==> src/design/lpfr_pkg.sv <==
// shared types and codes for the length-prefixed frame reassembler
package lpfr_pkg;

  // packet commands
  typedef enum logic [1:0] {
    CMD_START   = 2'd0,
    CMD_DATA    = 2'd1,
    CMD_ABANDON = 2'd2
  } cmd_t;

  // result status codes
  typedef enum logic [2:0] {
    ST_COMPLETE = 3'd0,
    ST_AGAIN    = 3'd1,
    ST_BADLEN   = 3'd2,
    ST_TRUNC    = 3'd3,
    ST_ORPHAN   = 3'd4
  } status_t;

  // reassembly state carried between packets
  typedef struct packed {
    logic [15:0] expected_length;
    logic [15:0] bytes_have;
    logic [31:0] truncated_count;
    logic [31:0] orphan_count;
  } asm_state_t;

  // one result beat
  typedef struct packed {
    status_t     status;
    logic        write_valid;
    logic [15:0] write_offset;
    logic [3:0]  write_count;
    logic [63:0] write_data;
    logic [15:0] frame_length;
    logic [31:0] truncated_total;
    logic [31:0] orphan_total;
  } result_t;

  localparam logic [15:0] CAPACITY_RESET = 16'd1024;

endpackage

==> src/design/lpfr_step.sv <==
// per-packet reassembly logic: next state and result from one packet
module lpfr_step #(
  parameter int PAYLOAD_BYTES = 8,
  parameter int HEADER_BYTES  = 4,
  parameter int MAX_FRAME     = 1024
) (
  input  lpfr_pkg::asm_state_t state,
  input  logic [15:0]          capacity,
  input  logic [1:0]           cmd,
  input  logic [3:0]           payload_len,
  input  logic [63:0]          payload,
  output lpfr_pkg::asm_state_t state_next,
  output lpfr_pkg::result_t    result
);
  import lpfr_pkg::*;

  localparam logic [3:0]  PayMax   = 4'(PAYLOAD_BYTES);
  localparam logic [15:0] HdrMin   = 16'(HEADER_BYTES);
  localparam logic [15:0] FrameMax = 16'(MAX_FRAME);

  logic [15:0] total;
  logic        frame_open;
  logic        len_bad;
  logic [3:0]  plen_sat;
  logic [15:0] remaining;
  logic [3:0]  take;
  logic [15:0] have_sum;
  logic [63:0] data_masked;

  // start length checks
  assign total      = payload[15:0];
  assign frame_open = (state.expected_length != 16'd0);
  assign len_bad    = (total < HdrMin) || (total > capacity) || (total > FrameMax);

  // clip data to bytes still owed
  assign plen_sat  = (payload_len > PayMax) ? PayMax : payload_len;
  assign remaining = state.expected_length - state.bytes_have;
  assign take      = (remaining < {12'd0, plen_sat}) ? remaining[3:0] : plen_sat;
  assign have_sum  = state.bytes_have + {12'd0, take};

  // zero the bytes beyond the write count
  always_comb begin
    for (int i = 0; i < 8; i++) begin
      data_masked[8*i +: 8] = (4'(i) < take) ? payload[8*i +: 8] : 8'd0;
    end
  end

  // command decode
  always_comb begin
    state_next = state;
    result     = '0;
    result.status = ST_AGAIN;
    case (cmd_t'(cmd))
      CMD_START: begin
        if (frame_open) begin
          state_next.truncated_count = state.truncated_count + 32'd1;
        end
        state_next.bytes_have = 16'd0;
        if (len_bad) begin
          state_next.expected_length = 16'd0;
          result.status = ST_BADLEN;
        end else begin
          state_next.expected_length = total;
          result.status = frame_open ? ST_TRUNC : ST_AGAIN;
        end
      end
      CMD_DATA: begin
        if (!frame_open) begin
          state_next.orphan_count = state.orphan_count + 32'd1;
          result.status = ST_ORPHAN;
        end else begin
          if (take != 4'd0) begin
            result.write_valid  = 1'b1;
            result.write_offset = state.bytes_have;
            result.write_count  = take;
            result.write_data   = data_masked;
          end
          if (have_sum < state.expected_length) begin
            state_next.bytes_have = have_sum;
            result.status = ST_AGAIN;
          end else begin
            state_next.expected_length = 16'd0;
            state_next.bytes_have      = 16'd0;
            result.frame_length = state.expected_length;
            result.status = ST_COMPLETE;
          end
        end
      end
      CMD_ABANDON: begin
        state_next.expected_length = 16'd0;
        state_next.bytes_have      = 16'd0;
      end
      default: begin
        state_next = state;
      end
    endcase
    result.truncated_total = state_next.truncated_count;
    result.orphan_total    = state_next.orphan_count;
  end

endmodule

==> src/design/length_prefixed_frame_reassembler_unit.sv <==
// Length-prefixed frame reassembler. Takes one relay packet per cycle and gives
// one result beat per packet. The packet is held in an input register. The
// reassembly logic works on it against the frame state, and the result lands
// in an output register, from which the result beat is offered. The frame
// state register closes its loop through that logic alone, so packets follow
// back to back while the output side keeps taking beats. A stalled result
// holds the input register and then the input side. The buffer capacity
// register is to be written through cfg_we/cfg_wdata only while idle; the
// block itself does not enforce this.
module length_prefixed_frame_reassembler_unit #(
  parameter int PAYLOAD_BYTES = 8,
  parameter int HEADER_BYTES  = 4,
  parameter int MAX_FRAME     = 1024
) (
  input  logic              clk,
  input  logic              rst,
  // configuration
  input  logic              cfg_we,
  input  logic [15:0]       cfg_wdata,
  // packet input
  input  logic              in_valid,
  output logic              in_stall,
  input  logic [1:0]        cmd,
  input  logic [3:0]        payload_len,
  input  logic [63:0]       payload,
  // result output
  output logic              out_valid,
  input  logic              out_stall,
  output lpfr_pkg::status_t status,
  output logic              write_valid,
  output logic [15:0]       write_offset,
  output logic [3:0]        write_count,
  output logic [63:0]       write_data,
  output logic [15:0]       frame_length,
  output logic [31:0]       truncated_total,
  output logic [31:0]       orphan_total
);
  import lpfr_pkg::*;

  logic        buffer_capacity;
  logic [15:0] capacity;
  asm_state_t  state;
  asm_state_t  state_next;
  result_t     step_result;
  result_t     result;
  logic        pkt_valid;
  logic [1:0]  pkt_cmd;
  logic [3:0]  pkt_len;
  logic [63:0] pkt_payload;
  logic        out_free;
  logic        advance;

  // handshake
  assign out_free = !out_valid || !out_stall;
  assign advance  = pkt_valid && out_free;
  assign in_stall = pkt_valid && !out_free;
  assign buffer_capacity = cfg_we;

  // capacity register
  always_ff @(posedge clk) begin
    if (rst) begin
      capacity <= CAPACITY_RESET;
    end else if (buffer_capacity) begin
      capacity <= cfg_wdata;
    end
  end

  // input register
  always_ff @(posedge clk) begin
    if (rst) begin
      pkt_valid <= 1'b0;
    end else if (!in_stall) begin
      pkt_valid <= in_valid;
    end
  end

  always_ff @(posedge clk) begin
    if (!in_stall && in_valid) begin
      pkt_cmd     <= cmd;
      pkt_len     <= payload_len;
      pkt_payload <= payload;
    end
  end

  // reassembly logic
  lpfr_step #(
    .PAYLOAD_BYTES(PAYLOAD_BYTES),
    .HEADER_BYTES (HEADER_BYTES),
    .MAX_FRAME    (MAX_FRAME)
  ) u_step (
    .state      (state),
    .capacity   (capacity),
    .cmd        (pkt_cmd),
    .payload_len(pkt_len),
    .payload    (pkt_payload),
    .state_next (state_next),
    .result     (step_result)
  );

  // frame state
  always_ff @(posedge clk) begin
    if (rst) begin
      state <= '0;
    end else if (advance) begin
      state <= state_next;
    end
  end

  // output register
  always_ff @(posedge clk) begin
    if (rst) begin
      out_valid <= 1'b0;
    end else if (out_free) begin
      out_valid <= pkt_valid;
    end
  end

  always_ff @(posedge clk) begin
    if (advance) begin
      result <= step_result;
    end
  end

  assign status          = result.status;
  assign write_valid     = result.write_valid;
  assign write_offset    = result.write_offset;
  assign write_count     = result.write_count;
  assign write_data      = result.write_data;
  assign frame_length    = result.frame_length;
  assign truncated_total = result.truncated_total;
  assign orphan_total    = result.orphan_total;

endmodule

==> config.mk <==
export PLATFORM = sky130hd
export DESIGN_NAME = length_prefixed_frame_reassembler_unit
export DESIGN_NICKNAME = d
export VERILOG_FILES = /design/src/design/lpfr_pkg.sv /design/src/design/lpfr_step.sv /design/src/design/length_prefixed_frame_reassembler_unit.sv
export SDC_FILE = /design/constraint.sdc
export NUM_CORES = 1
export LEC_CHECK = 0
export BUFFER_PORTS_ARGS = -buffer_cell sky130_fd_sc_hd__buf_2
export CAP_MARGIN = 10
export CORE_UTILIZATION = 57
export CTS_BUF_LIST = sky130_fd_sc_hd__clkbuf_4 sky130_fd_sc_hd__clkbuf_8
export DETAILED_ROUTE_END_ITERATION = 12
export PLACE_DENSITY = 0.92
export SLEW_MARGIN = 20
export SYNTH_ARGS = -nofsm -noshare
export SYNTH_HDL_FRONTEND = slang
export SYNTH_SLANG_ARGS = --single-unit
export TNS_END_PERCENT = 1
==> constraint.sdc <==
create_clock -name clk -period 16.6 [get_ports clk]
set_clock_uncertainty 0.15 [all_clocks]
set_input_delay 2.49 -clock clk [delete_from_list [all_inputs] [get_ports clk]]
set_output_delay 2.49 -clock clk [all_outputs]
set_load 0.1 [all_outputs]
# --- After elaboration in Yosys (flattened, before gate mapping) ---
# Index checks and enable logic that the tools add are counted.
totals:
  register_bits: 352
  inputBits: 91
  out_inout_bits: 170
  elab_cells: 101
classes:
  n_mux: 25
  eq_ne: 4
  n_bitwise: 2
  reduce_logical: 27
  addsub: 4
  order_cmp: 14
ops:
  columns: ["op", "count"]
  rows:
  - ["$mux 32", 5]
  - ["$pmux 32 s3", 1]
  - ["$mux 85", 1]
  - ["$add 32x1->32 const B", 2]
  - ["$mux 8", 8]
  - ["$mux 16", 3]
  - ["$reduce_and 4->1", 9]
  - ["$add 16x4->16", 1]
  - ["$gt 16x11->1 const B", 1]
  - ["$gt 16x16->1", 1]
  - ["$lt 16x16->1", 1]
  - ["$lt 16x3->1 const B", 1]
  - ["$lt 16x4->1", 1]
  - ["$lt 3x4->1 const A", 4]
  - ["$reduce_bool 16->1", 1]
  - ["$sub 16x16->16", 1]
  - ["$lt 1x4->1 const A", 2]
  - ["$lt 2x4->1 const A", 2]
  - ["$mux 4", 2]
  - ["$mux 3", 2]
  - ["$pmux 3 s2", 1]
  - ["$reduce_and 3->1", 2]
  - ["$gt 4x4->1 const B", 1]
  - ["$logic_not 1->1", 4]
  - ["14 further kinds", 19]

# --- Depth between registers and ports, before layout ---
logic_depth:
  ltp_word: 9
  mapped_depth: 35
  depth_no_buf: 31

# --- Modules after synthesis ---
# From an unflattened synthesis, not the netlist that was laid out.
unflattened:
  hier_cells: 1568
  area_unflattened_um2: 17715.7
by_module_without_submodules:
  columns: ["module", "area_per_inst_um2", "cells_per_inst", "instances", "seq_area_each_um2"]
  rows:
  - ["length_prefixed_frame_reassembler_unit", 12074.1, 716, 1, 9429.0]
  - ["lpfr_step", 5641.7, 852, 1, 0.0]

# --- Least setup slack after synthesis ---
# No wires, ideal clock.
synth_timing:
  kind: "input-to-reg"
  start: "in out_stall"
  end: "reg, netlist name state[0]"
  arrival_ps: 8509
  slack_ps: 7876
  t_required_ps: 16385
  path_buffers: 2
  setup_ps: 65
  path_stages: 8
  cell_sequence: "nand2_1 -> nand2_1 -> inv_1 -> buf_1 -> clkbuf_1 -> nand2_1 -> xor2_1 -> nor2_1"
synth_between:
  elab_chain_cells: 3
synth_rtl:
  columns: ["item", "line_no", "text"]
  rows:
  - ["start, declared", "length_prefixed_frame_reassembler_unit.sv:28", "input logic out_stall,"]
  - ["$logic_not 1->1", "length_prefixed_frame_reassembler_unit.sv:54", "assign out_free = !out_valid || !out_stall;"]
  - ["$logic_or 1x1->1", "length_prefixed_frame_reassembler_unit.sv:54", null]
  - ["$logic_and 1x1->1", "length_prefixed_frame_reassembler_unit.sv:55", "assign advance = pkt_valid && out_free;"]
  - ["net advance", "length_prefixed_frame_reassembler_unit.sv:51", "logic advance;"]
# The timed path passes the listed nets, and every way through them passes these cells.
# A chain may end at the register's enable or synchronous reset.

# --- Worst setup path after layout ---
layout_timing:
  start: "reg, netlist name state[80]"
  end: "reg, netlist name state[80]"
layout_between:
  elab_chain_cells: 7
  word_cells_on_any_way: 9
  classes_between: "add/sub: 2; order compare: 2; eq/ne: 2; mux: 1; reduce/logical: 2"
layout_rtl:
  columns: ["item", "line_no", "text"]
  rows:
  - ["$sub 16x16->16 *", "lpfr_step.sv:37", "assign remaining = state.expected_length - state.bytes_have;"]
  - ["$lt 16x4->1", "lpfr_step.sv:38", "assign take = (remaining < {12'd0, plen_sat}) ? remaining[3:0] : plen_sat;"]
  - ["$mux 4 *", "lpfr_step.sv:38", null]
  - ["net u_step.take[0]", "lpfr_step.sv:26", "logic [3:0] take;"]
  - ["$add 16x4->16 *", "lpfr_step.sv:39", "assign have_sum = state.bytes_have + {12'd0, take};"]
  - ["$lt 16x16->1 *", "lpfr_step.sv:78", "if (have_sum < state.expected_length) begin"]
  - ["$ne 2x2->1 (no line) *", null, null]
  - ["$reduce_and 4->1 (no line) *", null, null]
# Mark *: on every way through the listed nets, which the timed path passes. The rest lies on a longest branch.

==> summary.md <==
| Metric | Value |
|---|---|
| Setup ws final | 7.78 ns |
| Clock latency on the worst-skew pair | 0.59 ns |
| Slew Viols, Final | 0 |
| Post-synthesis cell count | 1401 |
| Most common cell after layout, fill and taps aside | buf_2 |
| # Max-Cap Violations | 0 |
| RR Startpoint | state[80] |
| Fraction of layout cells with a size suffix above 1 | 21.6% |
| Hold Violations, Final | 0 |
| CP dominant cell by count | a21oi_1 |
| Tot GR Track Use | 26.8% |
| Chip Height | 168 um |
| Initial DRT Pass Iterations | 5 |
| WL per Instance | 18.3 um |
| Critical path type | reg -> reg |
| Critical path startpoint category | flip-flop |
| R2R setup slack | 7.78 ns |
| Root Buffer | clkbuf_8 |
| Reg-to-Reg End | state[80] |
| Flops & latches, synth | 352 |
| Crit-path max cell delay | 0.85 ns |
| Die Wd | 168 um |
| Post-synthesis async set-or-reset flop share | 0% |
| Total CTS buffers | 53 |
| Fmax achieved | 113 MHz |
| Pre-CTS setup slack | 7.98 ns |
| Core Box Area | 27000 sq um |
| CP max FO | 19 |
| Setup TNS | 0 ns |
| # H-tree levels | 2 |
| PostCTS Resize Cnt | 0 |
| Unrepaired setup endpoints after global routing | false |
| Most frequent cells in the layout | 259 x buf_2, 238 x edfxtp_1, 166 x nor2_1 |
| # setup viols final | 0 |
| Routed WL | 37.9 mm |
| Total number of vias | 11743 |
| Worst-path cell with the longest stage delay | nor4_1 |
| Vias per cell | 5.68 |
| Synth unique cells | 65 |
| PwrDens | 105 nW/um^2 |
| Post-synthesis cell area | 15700 sq um |
| Initial Util | 58.2% |
| Nets@finish | 1835 |
| Peak VDD IR | 130 uV |
| CTS clk-pin slew, worst paths | 0.06 ns |
| Bufs on Longest Clock Path | 3 |
| Row Count | 60 |
| Area Overhead vs Synth | 17.6% |
| Rel. slew slack | 29.2% |
| Worst-margin pin slew | 1.03 ns |
| Buffers on Ports | 260 |
| Reg2reg path depth | 29 |
| Gp weighted congestion | 0.870 |
| Hold_sp | state[51] |
| EDFF count, synth | 238 |
| GRT overflow | 0 |
| Hold Path End | state[51] |
| Critical Path End Type | flip-flop |
| Layout fillers | 1880 |
| Largest net degree at the start of global routing | 116 |
| # clock sinks | 352 |
| Worst EP required | 16.98 ns |
| DRT antenna net count | 0 |
| Min-Delay Path Class | reg -> reg |
| Ys flop type | edfxtp_1 |
| Leak pwr | 0.00720 uW |
| Initial antenna violation count | 1 |
| Post-CTS setup buffer count | 0 |
| Hold Crit Depth | 2 |
| DRC | 0 |
| IO Pins | 261 |
| Mean Syn Cell Area | 11.2 sq um |
| Critical path arrival | 9.20 ns |
| Seq/Total Area, Yosys | 60.1% |
| Iter 0 DRT Violations | 1139 |
| Vias in the first global route | 11644 |
| Synth Net Count | 1552 |
| Final worst path period share | 53.2% |
| Post-DP HPWL | 26.4 mm |
| CTS tree | yes |
| First-pass GRT wire length | 59.7 mm |
| Die area | 28200 sq um |
| Yosys warnings | 0 |
| Hold_buf cts | 0 |
| Status | completed |
| Minimum clock period | 8.82 ns |
flip-flops by register name, summed over array words and instances (netlist names), 16 cells and up:
name,flops
state,96
orphan_total,32
pkt_payload,64
truncated_total,32
write_offset,16
write_data,64
capacity,16
frame_length,16
worst max-delay path by stage:
stage | depth (start not counted) | slack (ns) | start | end
finish | 29 | 7.78 | state[80] | state[80]
global route | 29 | 6.98 | state[66] | state[85]
CTS | 29 | 7.91 | state[80] | state[80]
detailed placement | 29 | 7.98 | state[80] | state[80]
global placement | 29 | 8.42 | state[80] | state[83]
floorplan | 8 | 7.88 | out_stall | state[0]
where the power goes:
group / switching (uW) / internal, uW / total (uW)
clock: 331 / 406 / 737
sequential: 13.9 / 967 / 981
combinational: 182 / 34.9 / 216
worst max-delay path: cells and delay by family, from the launching register on:
| kind | cells | cell delay, ns |
|---|---|---|
| flops | 1 | 0.35 |
| buf+inv | 2 | 0.14 |
| compound gates | 9 | 1.59 |
| xor+xnor | 2 | 0.69 |
| simple gates | 9 | 3.88 |
| mux | 1 | 0.32 |
| fa+ha+maj | 6 | 1.63 |
stage by stage:
step	util, %	hold WS, ns	area [sq um]	std cells	total power (uW)
final	68.5	0.339	18500	2069	1930
after global routing	68.5	0.373	18500	2069	2000
after CTS	68.5	0.333	18500	2068	1950
after detailed placement	64.3	0.325	17300	1970	1210
after global placement	64.3	0.309	17300	1970	1210
after floorplan	-	0.299	15700	1401	1170
cells in the mapped netlist, types with 3 or more instances:
library cell,count,area [sq um]
nand2_1,131,492
xnor2_1,59,517
and2_1,34,213
xor2_1,59,517
ha_1,58,726
a31oi_1,3,18.8
mux2_2,4,45.0
o21ai_1,5,25.0
and4_1,8,70.1
nor3_1,37,185
a21oi_1,73,365
nor2_1,167,627
o211ai_1,3,22.5
nor2b_1,13,81.3
and3b_1,8,70.1
buf_1,3,11.3
inv_1,68,255
a22o_1,11,96.3
nand3_1,55,275
clkbuf_1,34,128
or2_2,4,25.0
buf_4,3,22.5
mux2i_1,17,170
a211oi_1,4,30.0
or3_1,31,194
and3_1,14,87.6
a21o_1,9,67.6
dfxtp_1,114,2280
nand4_1,18,113
nor4_1,11,68.8
nand2b_1,5,31.3
a32o_1,3,30.0
edfxtp_1,238,7150
o21a_1,8,60.1
o221ai_1,3,26.3
o21ai_0,54,270
logic make-up (layout without fill, tap and decap cells):
group,Yosys count,after routing,share of synthesized area [%]
and+or+nand+nor,544,544,16.6
other,0,1,0
DFF,352,352,60.1
AOI/OAI and AO/OA,196,196,7.68
buffers and inverters,109,435,2.69
adders and majority gates,60,60,4.88
xor gates and xnor gates,118,118,6.59
muxes,22,22,1.44
area by class of cell:
cell class                 count  area (sq um)  area share (%)
clock buffer                  75           920            4.98
multi-input combinational    940          5850            31.7
antenna                        1          2.50          0.0136
inverter                      68           260            1.41
timing repair buffer         269          1370            7.43
sequential                   352          9430            51.1
tap                          341           427            2.31
clock inverter                23           189            1.02
metal layers:
metal / global-route usage, % / up-vias / wire (um)
met1: 33.4 / 5559 / 15200
met5: 0 / - / 0
met3: 6.25 / 92 / 3120
met4: 10.7 / 0 / 1250
met2: 45.4 / 545 / 18300
li1: - / 5547 / -
No activity file was read; power rests on OpenSTA's default activity.
